### src/hdl/lsh_pkg.sv
// ----------------------------------------------------------------------------
// lsh_pkg
// Shared constants and types of the 3x3 Laplacian sharpen block: frame
// limits, register indexes, pixel and position records.
// ----------------------------------------------------------------------------
`timescale 1ns / 1ps

package lsh_pkg;

   // frame limits
   localparam int MAX_WIDTH  = 1024;
   localparam int MAX_HEIGHT = 1024;

   // column and row counters, and the 11-bit dimension registers
   localparam int COL_W = 10;
   localparam int ROW_W = 10;
   localparam int DIM_W = 11;

   // configuration register indexes
   localparam logic REG_IMAGE_WIDTH  = 1'b0;
   localparam logic REG_IMAGE_HEIGHT = 1'b1;

   // register reset values
   localparam logic [DIM_W-1:0] WIDTH_RESET  = DIM_W'(640);
   localparam logic [DIM_W-1:0] HEIGHT_RESET = DIM_W'(480);

   // one RGB pixel, red in the low byte
   typedef struct packed {
      logic [7:0] blue;
      logic [7:0] green;
      logic [7:0] red;
   } pix_type;

   // line store entry: pixel two rows up and one row up at this column
   typedef struct packed {
      pix_type upper;
      pix_type middle;
   } line_pair_type;

   // position of the incoming pixel and what it causes
   typedef struct packed {
      logic [COL_W-1:0] col;
      logic [ROW_W-1:0] row;
      logic             emit;
      logic             last;
   } pos_type;

endpackage

### src/hdl/lsh_kernel.sv
// ----------------------------------------------------------------------------
// lsh_kernel
// 3x3 Laplacian sharpen of one RGB window: per channel nine times the
// centre minus the eight neighbours, clamped to 0..255.
// ----------------------------------------------------------------------------
`timescale 1ns / 1ps

module lsh_kernel
   import lsh_pkg::*;
(
   input  pix_type [8:0] nb,
   output pix_type       result
);

   localparam int CENTER = 4;

   logic [10:0] sum_r, sum_g, sum_b;

   function automatic logic [7:0] sharpen_chan(input logic [7:0]  ctr,
                                               input logic [10:0] nsum);
      logic signed [12:0] s;
      s = $signed({2'b00, ctr, 3'b000}) + $signed({5'b00000, ctr})
          - $signed({2'b00, nsum});
      if (s < 13'sd0)        return 8'd0;
      else if (s > 13'sd255) return 8'd255;
      else                   return s[7:0];
   endfunction

   // neighbour sums
   always_comb begin
      sum_r = '0;
      sum_g = '0;
      sum_b = '0;
      for (int k = 0; k < 9; k++) begin
         if (k != CENTER) begin
            sum_r = sum_r + 11'(nb[k].red);
            sum_g = sum_g + 11'(nb[k].green);
            sum_b = sum_b + 11'(nb[k].blue);
         end
      end
   end

   assign result.red   = sharpen_chan(nb[CENTER].red,   sum_r);
   assign result.green = sharpen_chan(nb[CENTER].green, sum_g);
   assign result.blue  = sharpen_chan(nb[CENTER].blue,  sum_b);

endmodule

### config.mk
export PLATFORM = sky130hd
export DESIGN_NAME = lsh_kernel
export DESIGN_NICKNAME = d
export VERILOG_FILES = /design/src/hdl/lsh_pkg.sv /design/src/hdl/lsh_kernel.sv
export SDC_FILE = /design/constraint.sdc
export NUM_CORES = 1
export LEC_CHECK = 0
export ABC_AREA = 1
export BUFFER_PORTS_ARGS = -buffer_cell sky130_fd_sc_hd__buf_4
export CORE_AREA = 2 2 125 127
export DETAILED_ROUTE_END_ITERATION = 10
export DIE_AREA = 0 0 127 129
export PLACE_DENSITY = 0.88
export SYNTH_ARGS = -nofsm -noshare
export SYNTH_HDL_FRONTEND = slang
export SYNTH_SLANG_ARGS = --single-unit
### constraint.sdc
create_clock -name vclk -period 6.7
set_input_delay 1.005 -clock vclk [all_inputs]
set_output_delay 1.005 -clock vclk [all_outputs]
set_load 0.005 [all_outputs]
Yosys cells after proc, flatten, opt, wreduce, memory -nomap -nowiden
Cells that the tools add are included.

$add $sub $neg: 27. Order comparisons: 6. Multiplexer cells: 6.

Operators by type and width (number): 11-bit by 8-bit adder with 11-bit output (12); 8-bit 2-to-1 mux (6); 13-bit by 9-bit > comparator with 1-bit output, second input constant (3); 13-bit by 1-bit < comparator with 1-bit output, second input constant (3); 12-bit by 11-bit subtractor with 13-bit output (3); 11-bit by 8-bit adder with 12-bit output (3); 10-bit by 8-bit adder with 11-bit output (3); 9-bit by 8-bit adder with 10-bit output (3); 8-bit by 8-bit adder with 9-bit output (3).

Input port bits: 216. Flip-flop bits (word level): 0.

Depth between registers and ports, before layout
Gate-level depths: netlist of the first run.

Depth in word-level cells: 11. Gate-level depth with buffers: 23. Gate-level depth less buffers: 23.

Worst setup path after synthesis of the first run
OpenSTA, ideal clock, no wires.

Path type: input to output. Start: input port nb[15] (netlist bit). End: output port result[10] (netlist bit). Required time: 5.695 ns. Arrival time: 4.828 ns. Stages: 21. Path slack: 0.867 ns. Cells stage by stage: inv_1 > fa_1 > fa_1 > inv_1 > fa_1 > inv_1 > fa_1 > inv_1 > fa_1 > inv_1 > ha_1 > nand2_1 > nand2_1 > a21oi_1 > nand3_1 > nand2_1 > nand2_1 > nor2_4 > nand3_1 > nand2_1 > inv_1.

RTL lines: start: declaration (line lsh_kernel.sv:11) `input pix_type [8:0] nb,`; end: declaration (line lsh_kernel.sv:12) `output pix_type result`.

==> results of run 1 <==
-- per-layer routing --
| metal | vias to the layer above | GRT usage |
|---|---|---|
| li1 | 3048 | - |
| met5 | - | 0 |
| met1 | 2985 | 0.232 |
| met4 | 0 | 0.0394 |
| met2 | 177 | 0.443 |
| met3 | 26 | 0.0154 |
-- kinds of logic after synthesis --
logic type / share of synthesized area
and+or+nand+nor: 0.152
xor gates and xnor gates: 0.0320
adders and majority gates: 0.620
AOI/OAI and AO/OA: 0.0162
buffers and inverters: 0.179
-- placed cells by master, fill, tap and decap left out, types with 12 or more instances in the layout --
cell     count
ha_1        69
a21oi_1     21
xor2_1      15
nand3_1     54
fa_1       186
nand2_1    160
inv_1      353
xnor2_1     12
buf_4      240
nor2_1      28
-- path summary, 6_finish.rpt --
path	cells after the start	endpoint	slack, ns	startpoint
worst max-delay path	23	result[12]	0.31	nb[15]
worst min-delay path	6	result[0]	2.51	nb[96]
-- critical path: cells and delay by family --
family / cells / cell delay, ns
adders and majority gates: 6 / 2.83
AOI/OAI and AO/OA: 1 / 0.20
and+or+nand+nor: 7 / 0.79
buffers and inverters: 9 / 0.54
-- stage by stage --
stage	utilization	area, sq um	std cells	hold WS (ns)
global route	0.630	9430	1348	2.58
floorplan	-	7390	920	2.21
CTS	0.630	9430	1348	2.51
finish	0.630	9430	1348	2.51
global placement	0.630	9430	1348	2.49
detailed placement	0.630	9430	1348	2.51
-- final cells by class --
class,instances,area [sq um],share of cell area
Inverter,353,1330,0.141
Multi-Input combinational cell,567,6070,0.643
Tap cell,188,235,0.0249
Timing Repair Buffer,240,1800,0.191
==> results.yml, run 1 <==
outcome:
  outcome: "complete, no violations"
worst_hold_path:
  hold_path.class: "in -> out"
grt:
  grtUsageTotal: 0.211
  grt_max_degree: 12
  grt_overflow_total: 0
  grt_pass1_wl_um: 28600
  antenna_found_initial: 0
  grt_pass1_vias: 6775
yosys:
  synth_area_leaders: "fa_1 50%, inv_1 18%, ha_1 12%"
  synth_top_area_cell: "fa_1"
  seq_area_frac_synth: 0
  netlist.area_leader.share: 0.504
  synth_cells: 920
  synth.most_common_cell: "inv_1"
  syn_area_sq_um: 7390
  yosysUniqueCellTypes: 14
  yosys_warnings: 0
  avgSynthCellArea_sq_um: 8.04
  yosys-top-cells-count: "353 x inv_1, 186 x fa_1, 160 x nand2_1"
  syn_nets: 1391
sta:
  fin_crit_ns: 6.39
  finalSetupTns_ns: 0
  drv_slew: 0
  setup_violations: 0
  fin_crit_sh: 0.954
  slew_headroom: 0.798
  hold_violations: 0
  rsz0062_at_grt: "no"
  worst_pin_slew_ns: 0.302
  setup_slack_ns: 0.307
  fmax_ghz: 0.156
floorplan:
  initial_utilization: 0.494
  io_pins: 240
  die_area_sq_um: 16400
  die_x_um: 127
  coreArea_sq_um: 15000
  die-height_um: 129
  num_rows: 45
worst_setup_path:
  startpoint_type: "primary input"
  critPathSlowestCell: "fa_1"
  crit_path_cell_trace: "buf_4 -> inv_1 -> fa_1 -> fa_1 -> inv_1 -> fa_1 -> inv_1 -> fa_1 -> inv_1 -> fa_1 -> inv_1 -> ha_1 -> nand2_1 -> inv_1 -> a21oi_1 -> nand3_1 -> nand2_1 -> nand2_1 -> nor2_4 -> nand3_1 -> nand2_1 -> inv_1 -> buf_4"
  cp_common_cell: "inv_1"
  worstPathMaxFanout: 8
  arrival_ns: 5.39
  worst_ep_required_time_ns: 5.69
  critPathCaptureType: "primary output"
  path_class: "in -> out"
  max_stage_delay_ns: 0.52
run:
  maxCapViolations: 0
clocking:
  ctsResizeCount: 0
  postCtsSetupBuffers: 0
  cts_hold_buffers: 0
detailed_routing:
  wl_met1_um: 5960
  routed_wl_um: 17000
  vias_per_cell: 4.63
  vias: 6236
  drt_iter0_markers: 223
  drcViolationCount: 0
  first_pass_iters: 5
  wl_met2_um: 9910
  wl_met3_um: 754
  dr.max_layer_used: "met4"
  ant_nets: 0
  routedWlPerCell_um: 12.6
layout:
  fillCellCount: 1275
  antenna_cells: 0
  nets: 1633
  drive_above_1_share: 0.216
  regArea_sq_um: 0
  seq_cells: 0
  area_growth_pct: 27.6
  clock_buffers: 0
placed_design:
  gp_congestion: 0.902
  dp_slack_ns: 0.325
  port_buffers: 240
  dp_hpwl_um: 16400
Power of run 1 is left out: the tool's default activity adds up to more than one toggle a clock period on the data nets, which glitch-free logic cannot reach.
==> run 2: changes to the inputs <==
CORE_AREA = 2 2 119 133   (was 2 2 125 127)
DIE_AREA = 0 0 121 135   (was 0 0 127 129)
==> run 2 against run 1 <==
Highest routed layer unchanged. Count of clock-buffer cells in the layout unchanged. Flip-flop and latch count unchanged. Worst hold slack lost 0.012 ns. Global-route usage rose by 0.29 points. Maximum frequency increased by 0.84%. Design area increased by 0.11%. Cell count grew 0.59%. Sequential share of layout area unchanged. Routed wire length is 2.3% lower. Utilization grew 0.49 points.
==> results.yml, run 2 (synthesis results as in run 1) <==
grt:
  grt_max_degree: 12
  grtUsageTotal: 0.214
  use_met2: 0.433
  antenna_found_initial: 0
  top_usage_layer: "met2"
  grt_pass1_wl_um: 28500
  grt_overflow_total: 0
  grt_pass1_vias: 6763
  use_met1: 0.236
  met3_usage: 0.0207
clocking:
  postCtsSetupBuffers: 0
  cts_hold_buffers: 0
  ctsResizeCount: 0
layout:
  regArea_sq_um: 0
  antenna_cells: 0
  layout_commonest_cell: "inv_1"
  final_cell_mix: "353 x inv_1, 240 x buf_4, 186 x fa_1"
  area_growth_pct: 27.7
  clock_buffers: 0
  final_util: 0.635
  nets: 1633
  drive_above_1_share: 0.216
  seq_cells: 0
detailed_routing:
  drt_iter0_markers: 186
  first_pass_iters: 4
  vias_per_cell: 4.54
  vias: 6155
  drcViolationCount: 0
  routed_wl_um: 16600
  routedWlPerCell_um: 12.2
  ant_nets: 0
sta:
  setup_violations: 0
  rsz0062_at_grt: "no"
  slew_headroom: 0.798
  hold_ws_ns: 2.50
  hold_violations: 0
  drv_slew: 0
  fmax_ghz: 0.158
  worst_pin_slew_ns: 0.300
  fin_crit_ns: 6.34
  finalSetupTns_ns: 0
  setup_slack_ns: 0.360
  fin_crit_sh: 0.946
floorplan:
  die_area_sq_um: 16300
  coreArea_sq_um: 14900
  die_x_um: 121
  num_rows: 47
  io_pins: 240
  die-height_um: 135
  initial_utilization: 0.497
placed_design:
  dp_hpwl_um: 16200
  dp_slack_ns: 0.333
  gp_congestion: 0.910
  port_buffers: 240
worst_hold_path:
  hold_start: "nb[104]"
  holdPathEnd: "result[8]"
  whs_path_depth: 6
  hold_path.class: "in -> out"
worst_setup_path:
  worstPathMaxFanout: 8
  critPathSlowestCell: "fa_1"
  path_class: "in -> out"
  worst_ep_required_time_ns: 5.69
  critPathCaptureType: "primary output"
  startpoint_type: "primary input"
  crit_path_cell_trace: "buf_4 -> inv_1 -> fa_1 -> fa_1 -> inv_1 -> fa_1 -> inv_1 -> fa_1 -> inv_1 -> fa_1 -> inv_1 -> ha_1 -> nand2_1 -> nor2_1 -> nand3_1 -> nand4_1 -> nand2_1 -> nor2_4 -> nand3_1 -> nand2_1 -> inv_1 -> buf_4"
  cp_common_cell: "inv_1"
  arrival_ns: 5.34
  max_stage_delay_ns: 0.53
outcome:
  outcome: "complete, no violations"
run:
  maxCapViolations: 0
[run 2: final cells by class]
cell class,count,area [sq um]
multi-input combinational,567,6070
fill,1280,5440
timing repair buffer,240,1800
inverter,353,1330
tap,196,245
[run 2: per-layer routing]
layer | part of all wire | routed length, um
met4 | 0.029 | 486
met5 | 0 | 0
met3 | 0.052 | 858
met1 | 0.34 | 5630
met2 | 0.58 | 9620
[run 2: critical path: cells and delay by family]
kind / cells / cell delay, ns
buffers and inverters: 8 / 0.49
adder cells (fa/ha/maj): 6 / 2.86
AND/OR/NAND/NOR: 8 / 0.98
[run 2: how the worst max path moves through the flow]
stage                       endpoint    from  slack (ns)  cells after the start
after floorplan           result[10]  nb[15]        0.87                     21
after global placement    result[18]  nb[22]        0.41                     22
after detailed placement  result[15]  nb[14]        0.33                     22
after CTS                 result[15]  nb[14]        0.33                     22
after global routing       result[5]   nb[3]        0.02                     23
final                     result[12]  nb[14]        0.36                     22
[run 2: per-stage QoR]
step | cells | area, sq um
floorplan | 920 | 7390
global placement | 1356 | 9440
detailed placement | 1356 | 9440
finish | 1356 | 9440
CTS | 1356 | 9440
global route | 1356 | 9440
Power of run 2 is left out for the same reason.
==> run 3: changes to the inputs <==
MAX_ROUTING_LAYER = met4   (was not set)
==> run 3 against run 2 <==
Design area did not move. Worst hold slack worse by 0.020 ns. Count of clock-buffer cells in the layout unchanged. Maximum frequency up 0.17%. Largest cell class unchanged.
==> results.yml, run 3 (synthesis results as in run 1) <==
outcome:
  outcome: "complete, no violations"
placed_design:
  gp_congestion: 0.930
  dp_hpwl_um: 16100
  dp_slack_ns: 0.350
  port_buffers: 240
floorplan:
  die_area_sq_um: 16300
  initial_utilization: 0.497
  io_pins: 240
  die-height_um: 135
  die_x_um: 121
  num_rows: 47
  coreArea_sq_um: 14900
layout:
  final_cell_mix: "353 x inv_1, 240 x buf_4, 186 x fa_1"
  antenna_cells: 0
  seq_cells: 0
  area_growth_pct: 27.7
  fillCellCount: 1244
  clock_buffers: 0
  drive_above_1_share: 0.216
  regArea_sq_um: 0
  nets: 1633
  layout_commonest_cell: "inv_1"
  final_util: 0.635
sta:
  hold_ws_ns: 2.48
  setup_slack_ns: 0.371
  fin_crit_sh: 0.945
  rsz0062_at_grt: "no"
  slew_headroom: 0.793
  finalSetupTns_ns: 0
  fmax_ghz: 0.158
  setup_violations: 0
  fin_crit_ns: 6.33
  drv_slew: 0
  hold_violations: 0
  worst_pin_slew_ns: 0.309
worst_hold_path:
  hold_path.class: "in -> out"
detailed_routing:
  first_pass_iters: 5
  vias_per_cell: 4.57
  drcViolationCount: 0
  vias: 6193
  routedWlPerCell_um: 12.3
  drt_iter0_markers: 209
  routed_wl_um: 16700
  ant_nets: 0
grt:
  grt_overflow_total: 0
  grt_pass1_wl_um: 28100
  grt_pass1_vias: 6654
  met3_usage: 0.0127
  use_met2: 0.423
  antenna_found_initial: 0
  grtUsageTotal: 0.218
  grt_max_degree: 12
  top_usage_layer: "met2"
  use_met1: 0.242
worst_setup_path:
  startpoint_type: "primary input"
  arrival_ns: 5.32
  critPathCaptureType: "primary output"
  worstPathMaxFanout: 8
  path_class: "in -> out"
  worst_ep_required_time_ns: 5.69
run:
  maxCapViolations: 0
clocking:
  ctsResizeCount: 0
  cts_hold_buffers: 0
  postCtsSetupBuffers: 0
-- run 3: cell counts in the layout (fill, tap and decap cells not counted) --
No cell type changed its count.
-- run 3: layer usage --
layer | vias to the layer above | wire length [um]
li1 | 3047 | -
met1 | 2929 | 5750
met2 | 185 | 9690
met3 | 32 | 800
met4 | 0 | 454
met5 | - | 0
-- run 3: layout make-up --
cell class | count | area, sq um | share of cell area
inverter | 353 | 1330 | 0.140
multi-input combinational | 567 | 6070 | 0.643
tap | 196 | 245 | 0.0260
timing repair buffer | 240 | 1800 | 0.191
-- run 3: path summary, 6_finish.rpt --
check	slack, ns	cells after the start	startpoint	endpoint
max	0.37	22	nb[22]	result[16]
min	2.48	6	nb[96]	result[0]
-- run 3: worst max-delay path, stage by stage --
cell	delay, ns
buf_4	0.07
inv_1	0.04
fa_1	0.49
fa_1	0.52
inv_1	0.06
fa_1	0.55
inv_1	0.06
fa_1	0.48
inv_1	0.05
fa_1	0.48
inv_1	0.04
ha_1	0.35
nand2_1	0.12
nor2_1	0.14
nand3_1	0.13
nand4_1	0.12
nand2_1	0.09
nor2_4	0.19
nand3_1	0.09
nand2_1	0.06
inv_1	0.05
buf_4	0.12
-- run 3: per-stage QoR --
stage          instance area (sq um)  std cells
2_1_floorplan                   7390        920
3_3_place_gp                    9440       1356
3_5_place_dp                    9440       1356
4_1_cts                         9440       1356
5_1_grt                         9440       1356
6_report                        9440       1356
Power of run 3 is left out for the same reason.
