$ cat config.mk
export PLATFORM = sky130hd
export DESIGN_NAME = lsh_position
export DESIGN_NICKNAME = d
export VERILOG_FILES = /design/src/hdl/lsh_pkg.sv /design/src/hdl/lsh_position.sv
export SDC_FILE = /design/constraint.sdc
export NUM_CORES = 1
export LEC_CHECK = 0
export CAP_MARGIN = 20
export CELL_PAD_IN_SITES_DETAIL_PLACEMENT = 1
export CELL_PAD_IN_SITES_GLOBAL_PLACEMENT = 2
export CORE_ASPECT_RATIO = 0.8
export CORE_MARGIN = 1.5
export CORE_UTILIZATION = 40
export DETAILED_ROUTE_END_ITERATION = 8
export DONT_BUFFER_PORTS = 1
export PLACE_DENSITY = 0.87
export SLEW_MARGIN = 30
export SYNTH_ARGS = -nofsm -noshare
export SYNTH_HDL_FRONTEND = slang
export SYNTH_SLANG_ARGS = --single-unit
$ cat constraint.sdc
create_clock -name clock -period 12.1 [get_ports clock]
set_input_delay 1.21 -clock clock [delete_from_list [all_inputs] [get_ports clock]]
set_output_delay 1.21 -clock clock [all_outputs]
set_load 0.01 [all_outputs]
$ cat src/hdl/lsh_pkg.sv
// ----------------------------------------------------------------------------
// lsh_pkg
// Shared constants and types of the 3x3 Laplacian sharpen block: frame
// limits, register indexes, pixel and position records.
// ----------------------------------------------------------------------------
`timescale 1ns / 1ps

package lsh_pkg;

   // frame limits
   localparam int MAX_WIDTH  = 1024;
   localparam int MAX_HEIGHT = 1024;

   // column and row counters, and the 11-bit dimension registers
   localparam int COL_W = 10;
   localparam int ROW_W = 10;
   localparam int DIM_W = 11;

   // configuration register indexes
   localparam logic REG_IMAGE_WIDTH  = 1'b0;
   localparam logic REG_IMAGE_HEIGHT = 1'b1;

   // register reset values
   localparam logic [DIM_W-1:0] WIDTH_RESET  = DIM_W'(640);
   localparam logic [DIM_W-1:0] HEIGHT_RESET = DIM_W'(480);

   // one RGB pixel, red in the low byte
   typedef struct packed {
      logic [7:0] blue;
      logic [7:0] green;
      logic [7:0] red;
   } pix_type;

   // line store entry: pixel two rows up and one row up at this column
   typedef struct packed {
      pix_type upper;
      pix_type middle;
   } line_pair_type;

   // position of the incoming pixel and what it causes
   typedef struct packed {
      logic [COL_W-1:0] col;
      logic [ROW_W-1:0] row;
      logic             emit;
      logic             last;
   } pos_type;

endpackage

$ cat src/hdl/lsh_position.sv
// ----------------------------------------------------------------------------
// lsh_position
// Column and row tracking of the incoming pixel stream: frame start, wrap
// at the clamped width and height, interior and last-pixel flags.
// ----------------------------------------------------------------------------
`timescale 1ns / 1ps

module lsh_position
   import lsh_pkg::*;
(
   input  logic             clock,
   input  logic             reset,
   input  logic             advance,
   input  logic             frame_start,
   input  logic [DIM_W-1:0] image_width,
   input  logic [DIM_W-1:0] image_height,
   output pos_type          pos
);

   logic [COL_W-1:0] col_ff, col_in;
   logic [ROW_W-1:0] row_ff, row_in;

   logic [DIM_W-1:0] w_eff, h_eff;
   logic [DIM_W-1:0] c0, r0, c1, r1, r2, cn, rn;

   // clamp a dimension register to 3..limit
   function automatic logic [DIM_W-1:0] clamp_dim(input logic [DIM_W-1:0] v,
                                                  input logic [DIM_W-1:0] lim);
      logic [DIM_W-1:0] res;
      if (v < DIM_W'(3)) res = DIM_W'(3);
      else if (v > lim)  res = lim;
      else               res = v;
      return res;
   endfunction

   assign w_eff = clamp_dim(image_width,  DIM_W'(MAX_WIDTH));
   assign h_eff = clamp_dim(image_height, DIM_W'(MAX_HEIGHT));

   // position of the current pixel
   always_comb begin
      c0 = frame_start ? '0 : DIM_W'(col_ff);
      r0 = frame_start ? '0 : DIM_W'(row_ff);
      if (c0 >= w_eff) begin
         c1 = '0;
         r1 = r0 + DIM_W'(1);
      end else begin
         c1 = c0;
         r1 = r0;
      end
      r2 = (r1 >= h_eff) ? '0 : r1;
   end

   // position of the next pixel
   always_comb begin
      cn = c1 + DIM_W'(1);
      rn = r2;
      if (cn >= w_eff) begin
         cn = '0;
         rn = r2 + DIM_W'(1);
         if (rn >= h_eff) rn = '0;
      end
      col_in = cn[COL_W-1:0];
      row_in = rn[ROW_W-1:0];
   end

   always_comb begin
      pos.col  = c1[COL_W-1:0];
      pos.row  = r2[ROW_W-1:0];
      pos.emit = (c1 >= DIM_W'(2)) && (r2 >= DIM_W'(2));
      pos.last = (c1 == w_eff - DIM_W'(1)) && (r2 == h_eff - DIM_W'(1));
   end

   always_ff @(posedge clock) begin
      if (reset) begin
         col_ff <= '0;
         row_ff <= '0;
      end else if (advance) begin
         col_ff <= col_in;
         row_ff <= row_in;
      end
   end

endmodule

# [Word level (Yosys, flattened, before mapping)]
# Index checks and enable logic that the tools add are counted.
[totals] ff_bits=20 inputBits=26 output_inout_bits=22 word_cells=33
[op_classes] addsub=5 order_cmp=10 n_eq_ne=2 mux=12 n_reduce_logical=2
[ops] op="$mux 11" count=6
[ops] op="$mux 10" count=6
[ops] op="$ge 11x11->1" count=3
[ops] op="$add 10x1->11 const B" count=2
[ops] op="$eq 11x11->1" count=2
[ops] op="$ge 11x2->1 const B" count=2
[ops] op="$gt 11x11->1 const B" count=2
[ops] op="$lt 11x2->1 const B" count=2
[ops] op="$sub 11x1->11 const B" count=2
[ops] op="$add 11x1->11 const B" count=1
[ops] op="$ge 10x11->1" count=1
[ops] op="$logic_and 1x1->1" count=2

# [Depth between registers and ports, before layout]
# Gate-level depths: netlist of the first run.
[logic_depth] word_depth=11 mapped_depth=33 mapped_depth_nobuf=31

# [Least setup slack after synthesis of the first run]
# Ideal clock, no wire load.
[synth_path] path_kind="input to register" start="input port frame_start" end="register row_ff[5]" setup_ns=0.091 arrival_time_ns=7.514 required_ns=12.009 setup_slack_ns=4.495 cell_stages=29 path_buffers=4 cell_sequence="clkbuf_1 > clkbuf_1 > nand2b_1 > inv_1 > ha_1 > nand3_2 > nor2_4 > nand2_1 > buf_6 > a211oi_2 > mux2_2 > ha_1 > a2111o_1 > a311oi_2 > nor2_1 > nor2_1 > ha_1 > a21boi_0 > nor4b_4 > a31oi_1 > or2_2 > ha_1 > a21o_1 > a21oi_1 > and3b_1 > clkbuf_1 > and4b_1 > a31oi_1 > a311oi_1"
[synth_rtl] element="start, declared" line_no="lsh_position.sv:14" text="input logic frame_start,"
[synth_rtl] element="end signal, assigned" line_no="lsh_position.sv:79" text="row_ff <= row_in;"
[synth_rtl] element="end, declared" line_no="lsh_position.sv:21" text="logic [ROW_W-1:0] row_ff, row_in;"

==> results of run 1 <==
==> flip-flops by register name, indices dropped and copies added (netlist names) <==
signal and cells:
col_ff 10, row_ff 10
==> stage by stage <==
stage	cells	total power [uW]	instance area [um2]	setup WS [ns]
4_1_cts	669	229.2	4119	3.464
5_1_grt	669	242.9	4119	2.670
2_1_floorplan	550	144.0	3964	4.495
3_5_place_dp	666	162.7	4044	3.258
3_3_place_gp	666	159.6	4044	3.722
6_report	669	228.8	4119	3.329
==> path summary, 6_finish.rpt <==
check | start | endpoint | cells after the start
min reg2reg | col_ff[1]$_SDFFE_PP0P_ | col_ff[1]$_SDFFE_PP0P_ | 2
max | image_width[3] | row_ff[5]$_SDFFE_PP0P_ | 29
max reg2reg | col_ff[9]$_SDFFE_PP0P_ | row_ff[5]$_SDFFE_PP0P_ | 27
min | col_ff[1]$_SDFFE_PP0P_ | col_ff[1]$_SDFFE_PP0P_ | 2
==> cell type report <==
cell class | instances | share of cell area [%]
Multi-Input combinational cell | 482 | 81.50
Sequential cell | 20 | 9.721
Tap cell | 136 | 4.131
Inverter | 25 | 2.278
Clock buffer | 3 | 1.823
Timing Repair Buffer | 3 | 0.5468
==> logic make-up after synthesis <==
group,Yosys count,synth area share [%]
and+or+nand+nor,237,31.69
AOI/OAI and AO/OA,140,24.08
buffers and inverters,48,5.208
muxes,15,4.293
adders and majority gates,50,15.78
xor gates and xnor gates,40,8.838
DFF,20,10.10
==> report_power, final <==
| group | switching [uW] | total (uW) | internal, uW |
|---|---|---|---|
| Clock | 21.8 | 65.3 | 43.5 |
| Sequential | 4.34 | 72.6 | 68.3 |
| Combinational | 57.0 | 90.9 | 34.0 |
| Total | 83.1 | 229 | 146 |
==> placed cells by master, fill, tap and decap left out, types with 6 or more instances in the layout <==
master                     synthesis  layout
sky130_fd_sc_hd__a211oi_1         10      10
sky130_fd_sc_hd__a21o_1            6       6
sky130_fd_sc_hd__a21oi_1          43      43
sky130_fd_sc_hd__and2_1            6       6
sky130_fd_sc_hd__dfxtp_1          20      20
sky130_fd_sc_hd__ha_1             50      50
sky130_fd_sc_hd__inv_1            23      23
sky130_fd_sc_hd__mux2i_1           7       7
sky130_fd_sc_hd__nand2_1          52      52
sky130_fd_sc_hd__nand2b_1         20      20
sky130_fd_sc_hd__nand3_1          16      16
sky130_fd_sc_hd__nand4_1           6       6
sky130_fd_sc_hd__nor2_1           59      59
sky130_fd_sc_hd__nor2b_1          21      21
sky130_fd_sc_hd__nor3_1           13      13
sky130_fd_sc_hd__nor4_1            8       8
sky130_fd_sc_hd__o21ai_0          23      23
sky130_fd_sc_hd__or3_1             7       7
sky130_fd_sc_hd__xnor2_1          27      27
sky130_fd_sc_hd__xor2_1           13      13
==> layer usage <==
layer	up-vias	wire length, um	global-route usage, %
li1	1963	-	-
met1	2020	6921	39.96
met2	98	5778	40.66
met3	9	871	3.371
met4	0	87	3.125
met5	-	0	0
==> worst max-delay path: cells and delay by family <==
family	cells	cell delay, ns
compound gates	11	2.76
xor+xnor	1	0.21
fa+ha+maj	4	1.31
simple gates	13	3.41
==> results, run 1 <==
- The slowest stage of the critical path is the sky130_fd_sc_hd__a21oi_2 cell.
- Setup repair after global routing left no endpoint under its margin.
- The share of synthesized flip-flops with an asynchronous set or reset is 0%.
- The total of max-cap violations is 0.
- The element type at the critical path end is a register.
- Global routing used around a quarter of the available tracks across all layers.
- The final setup violation count is 0.
- After legalization and detailed placement, the total HPWL measured ~11000 um.
- Yosys printed 0 warnings.
- The die is between 90 and 100 um tall.
- The clock root buffer is sky130_fd_sc_hd__clkbuf_16.
- Counting the buffers created by CTS gives 3.
- The number of inserted filler cells in the final layout is 1239.
- The number of buffers on the longest clock path is 2.
- The run finished with clean final reports.
- The region available for standard cell placement spans 9649 um2.
- The setup slack on the worst flop-to-flop path is 4.21 ns.
- The post-CTS setup buffer count is 0.
- For this run, design rule violations remaining after detail routing come to 0.
- The first global-routing pass estimated approximately 22000 um of wire.
- The area taken by multi-input logic gates is 3357 um2.
- The final sum of negative setup slack is 0 ns.
- The largest net degree at the start of global routing is 34.
- Dividing the detail-routed via count by the number of cells gives about 6.
- STA puts the critical path data required time at ~12 ns.
- The sequential fraction of the synthesis area is between 10% and 20%.
- At the later pin of the worst-skew pair, clock insertion delay measures 0.24 ns.
- The worst setup path is launched from an input port.
- The quantity of hold-fixing buffers added after cts is 0.
- The standard-cell row count is 32.
- The initial standard-cell utilization of the core is about two fifths.
- In the final layout, the share of cells above drive strength 1 is approximately 7.5%.
- The delay contributed by the slowest stage of the critical path is roughly 0.8 ns.
- At the pin with the least slew margin, the transition time is just over 0.9 ns.
- After detailed routing, the average wire length per cell comes to 20.42 um.
- The TritonCTS clock tree is yes.
- Summed over all cells, the static leakage comes to between 0.0015 and 0.002 uW.
- Yosys mapped a number of flops with a built-in enable equal to 0.
- In this run, the number of DRC markers left after iteration 0 of detailed routing was approximately 260.
- Counting I/O delays and the setup requirement, the final critical path takes 8.771 ns.
- Summing every instance area after synthesis gives between 3000 and 4000 um2.
- The total congestion overflow is 0.
- After clock tree synthesis, the repair step resized 0 gates.
- The total number of H-tree levels is 1.
- The synthesized design contains 20 register bits.
- The final-report hold violation count was 0.
- Each instance of the synthesized netlist takes up on average a little over 7 um2.
- The class of the tightest hold or removal check is register to register.
- The floorplan step defined a die boundary enclosing 10520 um2.
- Once layout is complete, the utilization of the core stands at between 40% and 50%.
- When the netlist entered floorplanning its net count stood at approximately 630.
- The most frequently used flop master after synthesis is sky130_fd_sc_hd__dfxtp_1.
- The initial antenna violation count is 0.
- The I/O pin total is 48.
- The post-detailed-route count of antenna-violating nets is 0.
- Data arrives at the worst endpoint at 8.92 ns.
- The synthesized design devotes to its leading area cell type 15.78% of total area.
- The clock-pin slew on the worst setup and hold paths is 0.05 ns.
- The port buffer count is 0.
- The number of standard cells after synthesis is 550.
- Routability-driven placement finished with a final weighted congestion of about 0.89.
- The number of global-route vias before repair is 4108.
- Counting every sink on the clock net gives 20.
- The width of the chip is around 110 um.
- The highest clock frequency the design can meet is around 0.11 GHz.
- The worst setup path is of the input port to register kind.
- Yosys instantiated no cell more often than sky130_fd_sc_hd__nor2_1.
- The final number of max-transition violations was 0.
- The area growth from synthesis to layout is 3.914%.
- The worst pin sits at a relative slew slack of approximately 38%.
- The cell type with the highest occurrence count on the critical path is sky130_fd_sc_hd__ha_1.
- On the final layout, the worst clock skew is between 0.0015 and 0.002 ns.
- Across all layers, the routed design uses 4090 vias.
- The number of inserted diodes is 0.
- Dividing total power by cell area gives a power density of roughly 56 nW/um2.
- The aggregate routed wire length is between 10000 and 15000 um.
- The most area-hungry cell type in the Yosys netlist is sky130_fd_sc_hd__ha_1.
- The number of iterations in the first detailed-routing pass is 5.
- The minimum hold slack is 0.4961 ns.
- The commonest cells after synthesis are sky130_fd_sc_hd__nor2_1 (59), sky130_fd_sc_hd__nand2_1 (52), sky130_fd_sc_hd__ha_1 (50), sky130_fd_sc_hd__a21oi_1 (43), sky130_fd_sc_hd__xnor2_1 (27).
- Along the worst path, the maximum fanout reaches 19.
- The area taken by flip-flops and latches is about 400 um2.
- The highest ir drop seen on vdd is approximately 0.000047 V.
- Sorting the synthesized cells by area gives the leading types as sky130_fd_sc_hd__ha_1 (16%), sky130_fd_sc_hd__dfxtp_1 (10%), sky130_fd_sc_hd__xnor2_1 (6.0%), sky130_fd_sc_hd__nor2_1 (5.6%), sky130_fd_sc_hd__a21oi_1 (5.4%).
- For this run, the post-layout net count is ~600.
- The post-synthesis cell type count is 70.
- The final period utilization is approximately 72%.
Note: power is estimated with default switching activity, not from simulation.
==> inputs of run 2 (changes only) <==
- CORE_UTILIZATION: 40 -> 34
- PLACE_DENSITY: 0.87 -> 0.78
- clock period: 12.1 -> 7.1 ns (I/O delays scaled with it)
==> run 2 against run 1 <==
Against the previous run:
- worst hold slack got worse by 0.017 ns
- global-route usage decreased by 1.9 points
- clock skew increased by 0.011 ns
- non-clock buffer count increased by 23
- setup slack got worse by 3.0 ns
- cell count increased by 5.4%
- sequential cell count unchanged
- register-to-register slack got worse by 3.6 ns
- sequential power increased by 71%
- cell area increased by 6.8%
- combinational power increased by 87%
- routed wire length increased by 8.1%
- critical endpoint is now row_ff[4]$_SDFFE_PP0P_
- largest power group unchanged
- highest routed layer unchanged
==> results, run 2 (synthesis results as in run 1) <==
- The run finished with clean final reports.
- CTS saw 20 sinks.
- The standard-cell row count is 35.
- The cell count after placement is 696.
- In the layout the commonest cells are sky130_fd_sc_hd__nor2_1 (57), sky130_fd_sc_hd__nand2_1 (51), sky130_fd_sc_hd__ha_1 (50).
- The highest clock frequency the design can meet is between 0.1 and 0.15 GHz.
- The total of max-cap violations is 0.
- The pre-antenna-repair detailed-routing pass consisted of 5 iterations.
- The worst setup path is launched from an input port.
- The routed layout has 4124 vias.
- The detail route stage leaves a number of antenna-violating nets equal to 0.
- The die covers ~12000 um2.
- The final-report hold violation count is 0.
- The post-detailed-route DRC marker count is 0.
- In this run the most critical hold path is launched from col_ff[1]$_SDFFE_PP0P_.
- The tightest slew margin relative to the limit is a little over two fifths.
- Global routing consumed, over all layers together, ~24% of the routing resources.
- Of all nets on the critical path, the largest fanout is 9.
- The reg-to-reg startpoint is row_ff[0]$_SDFFE_PP0P_.
- The path depth of the worst reg2reg path is 25.
- The minimum hold slack is between 0.4 and 0.5 ns.
- The initial antenna violation count was 0.
- Entering global routing, the biggest net connects 34 pins.
- The number of CTS-inserted buffers is 3.
- After layout, the worst path uses between 90 and 100% of the clock period.
- The critical path starts at image_width[3].
- The number of buffers on the longest clock path is 2.
- The cell type with the highest occurrence count on the critical path is sky130_fd_sc_hd__ha_1.
- The die is roughly 120 um wide.
- Wires add up to roughly 15000 um.
- The worst path needs around 6.8 ns of the cycle, external delays included.
- The cell depth of the worst min-delay path is 2.
- The die outline height is approximately 100 um.
- The largest registers in the layout are col_ff x10, row_ff x10.
- The first global-routing pass estimated approximately 23000 um of wire.
- The worst setup skew after layout is between 0.01 and 0.015 ns.
- After layout, the design draws a total of 457.5 uW.
- The total congestion overflow is 0.
- After clock tree synthesis, the clock-pin slew on the worst setup and hold paths is ~0.070 ns.
- The half-perimeter wire length after detailed placement is approximately 12000 um.
- IR analysis of the VDD net gives a maximum drop of around 0.000063 V.
- The power per unit of standard cell area is 104.0 nW/um2.
- The worst setup path is captured at a register.
- The number of global-route vias before repair came to between 4000 and 5000.
- The path type of the worst setup path is input port to register.
- The delay contributed by the slowest stage of the critical path is about 0.43 ns.
- The total number of H-tree levels is 1.
- The area added between synthesis and finish is 10.98%.
- Timing analysis after detailed placement gives a worst setup slack of -0.2125 ns.
- 0 antenna diodes ended up in the layout.
- The setup slack on the worst flop-to-flop path is slightly below 0.6 ns.
- The actual slew at the worst max-slew pin is roughly 0.86 ns.
- The port buffer count is 0.
- The initial utilization of the core area, before any placement, comes to a little over a third.
- On the critical path the largest part of the delay comes from compound AO/OA/AOI/OAI gates.
- At the end of routability-driven placement, the weighted congestion stood at between 0.8 and 0.9.
- The final setup slack of the worst path is 0.3079 ns.
- In this run the count of I/O pins placed on the die edge is 48.
- The detail-routed net length per standard cell is 20.93 um.
- Using the TritonRoute via totals, the vias-per-cell ratio works out to between 5 and 6.
- The violation count after the first detailed-route iteration is approximately 260.
- The endpoint of the worst hold-timing path is col_ff[1]$_SDFFE_PP0P_.
- The floorplan step defined a core boundary enclosing approximately 11000 um2.
- The count of placed standard cells in the final layout, fillers left out is about 710.
- Setup violations remaining at the end of the flow were counted as 0.
- The data required time of the worst path is between 7 and 8 ns.
- Setup repair after global routing could not meet its margin everywhere.
- TritonCTS built the clock tree.
- The slowest stage of the critical path belongs to the cell sky130_fd_sc_hd__a2111o_1.
- CTS placed an instance of sky130_fd_sc_hd__clkbuf_16 at the clock tree root.
- The min-delay analysis places its worst path in the category register to register.
- The number of nets in the finished design is approximately 630.
- Leaving out fill and tap cells, the most frequent cell in the layout is sky130_fd_sc_hd__nor2_1.
- The layout cell share with drive strength beyond 1 is about an eighth.
- The clock insertion delay at the later pin of the skew report is 0.27 ns.
- The final number of max-transition violations is 0.
- The number of buffers and inverters on the critical path is 1.
- STA puts the critical path data arrival time at between 6 and 7 ns.
- The worst register-to-register path ends at row_ff[4]$_SDFFE_PP0P_.
- The reported leakage power is 0.001896 uW.
run 2: changes by cell type in the layout (fill, tap and decap cells not counted), sizes merged:
cell    change
buf        +23
bufinv      +1
run 2: what timing repair did:
item	CTS	global route
setup endpoints to repair	0	11
hold buffers	0	0
buffers inserted	0	5
gates resized for setup	0	9
run 2: worst max path at each step:
stage	slack [ns]	cells past startpoint	to
after floorplan	0.09	31	row_ff[5]$_SDFFE_PP0P_
after global placement	0.22	27	row_ff[5]$_SDFFE_PP0P_
after detailed placement	-0.21	27	row_ff[5]$_SDFFE_PP0P_
after CTS	0.03	24	pos[0]
after global routing	-0.03	28	row_ff[5]$_SDFFE_PP0P_
final	0.31	28	row_ff[4]$_SDFFE_PP0P_
run 2: tightest hold or removal path, cell delays in order (launching register included):
cell                       delay [ns]
sky130_fd_sc_hd__dfxtp_1         0.32
sky130_fd_sc_hd__nand2b_1        0.07
sky130_fd_sc_hd__a21oi_1         0.05
run 2: stage by stage:
stage	instance area [um2]	util [%]	TNS (ns)
after floorplan	3966	-	0
after global placement	4197	36.72	0
after detailed placement	4197	36.72	-0.8595
after CTS	4302	37.64	0
final	4399	38.49	0
after global routing	4399	38.49	-0.03670
run 2: report_power, final:
group | internal, uW | switching (uW)
registers | 116 | 7.65
clock network | 112 | 51.7
logic | 65.9 | 104
run 2: layout make-up:
| type | count | area, um2 |
|---|---|---|
| fillers | 1420 | 7030 |
| multi-input cells | 482 | 3407 |
| flip-flops and latches | 20 | 400.4 |
| repair buffers | 26 | 207.7 |
| well taps | 148 | 185.2 |
| inverters | 25 | 93.84 |
| clock buffers | 3 | 75.07 |
| clock inverters | 1 | 30.03 |
run 2: per-layer routing:
layer | routed length (um) | GRT usage [%]
met1 | 7463 | 37.22
met2 | 6237 | 36.51
met3 | 908 | 3.727
met4 | 148 | 3.802
met5 | 0 | 0
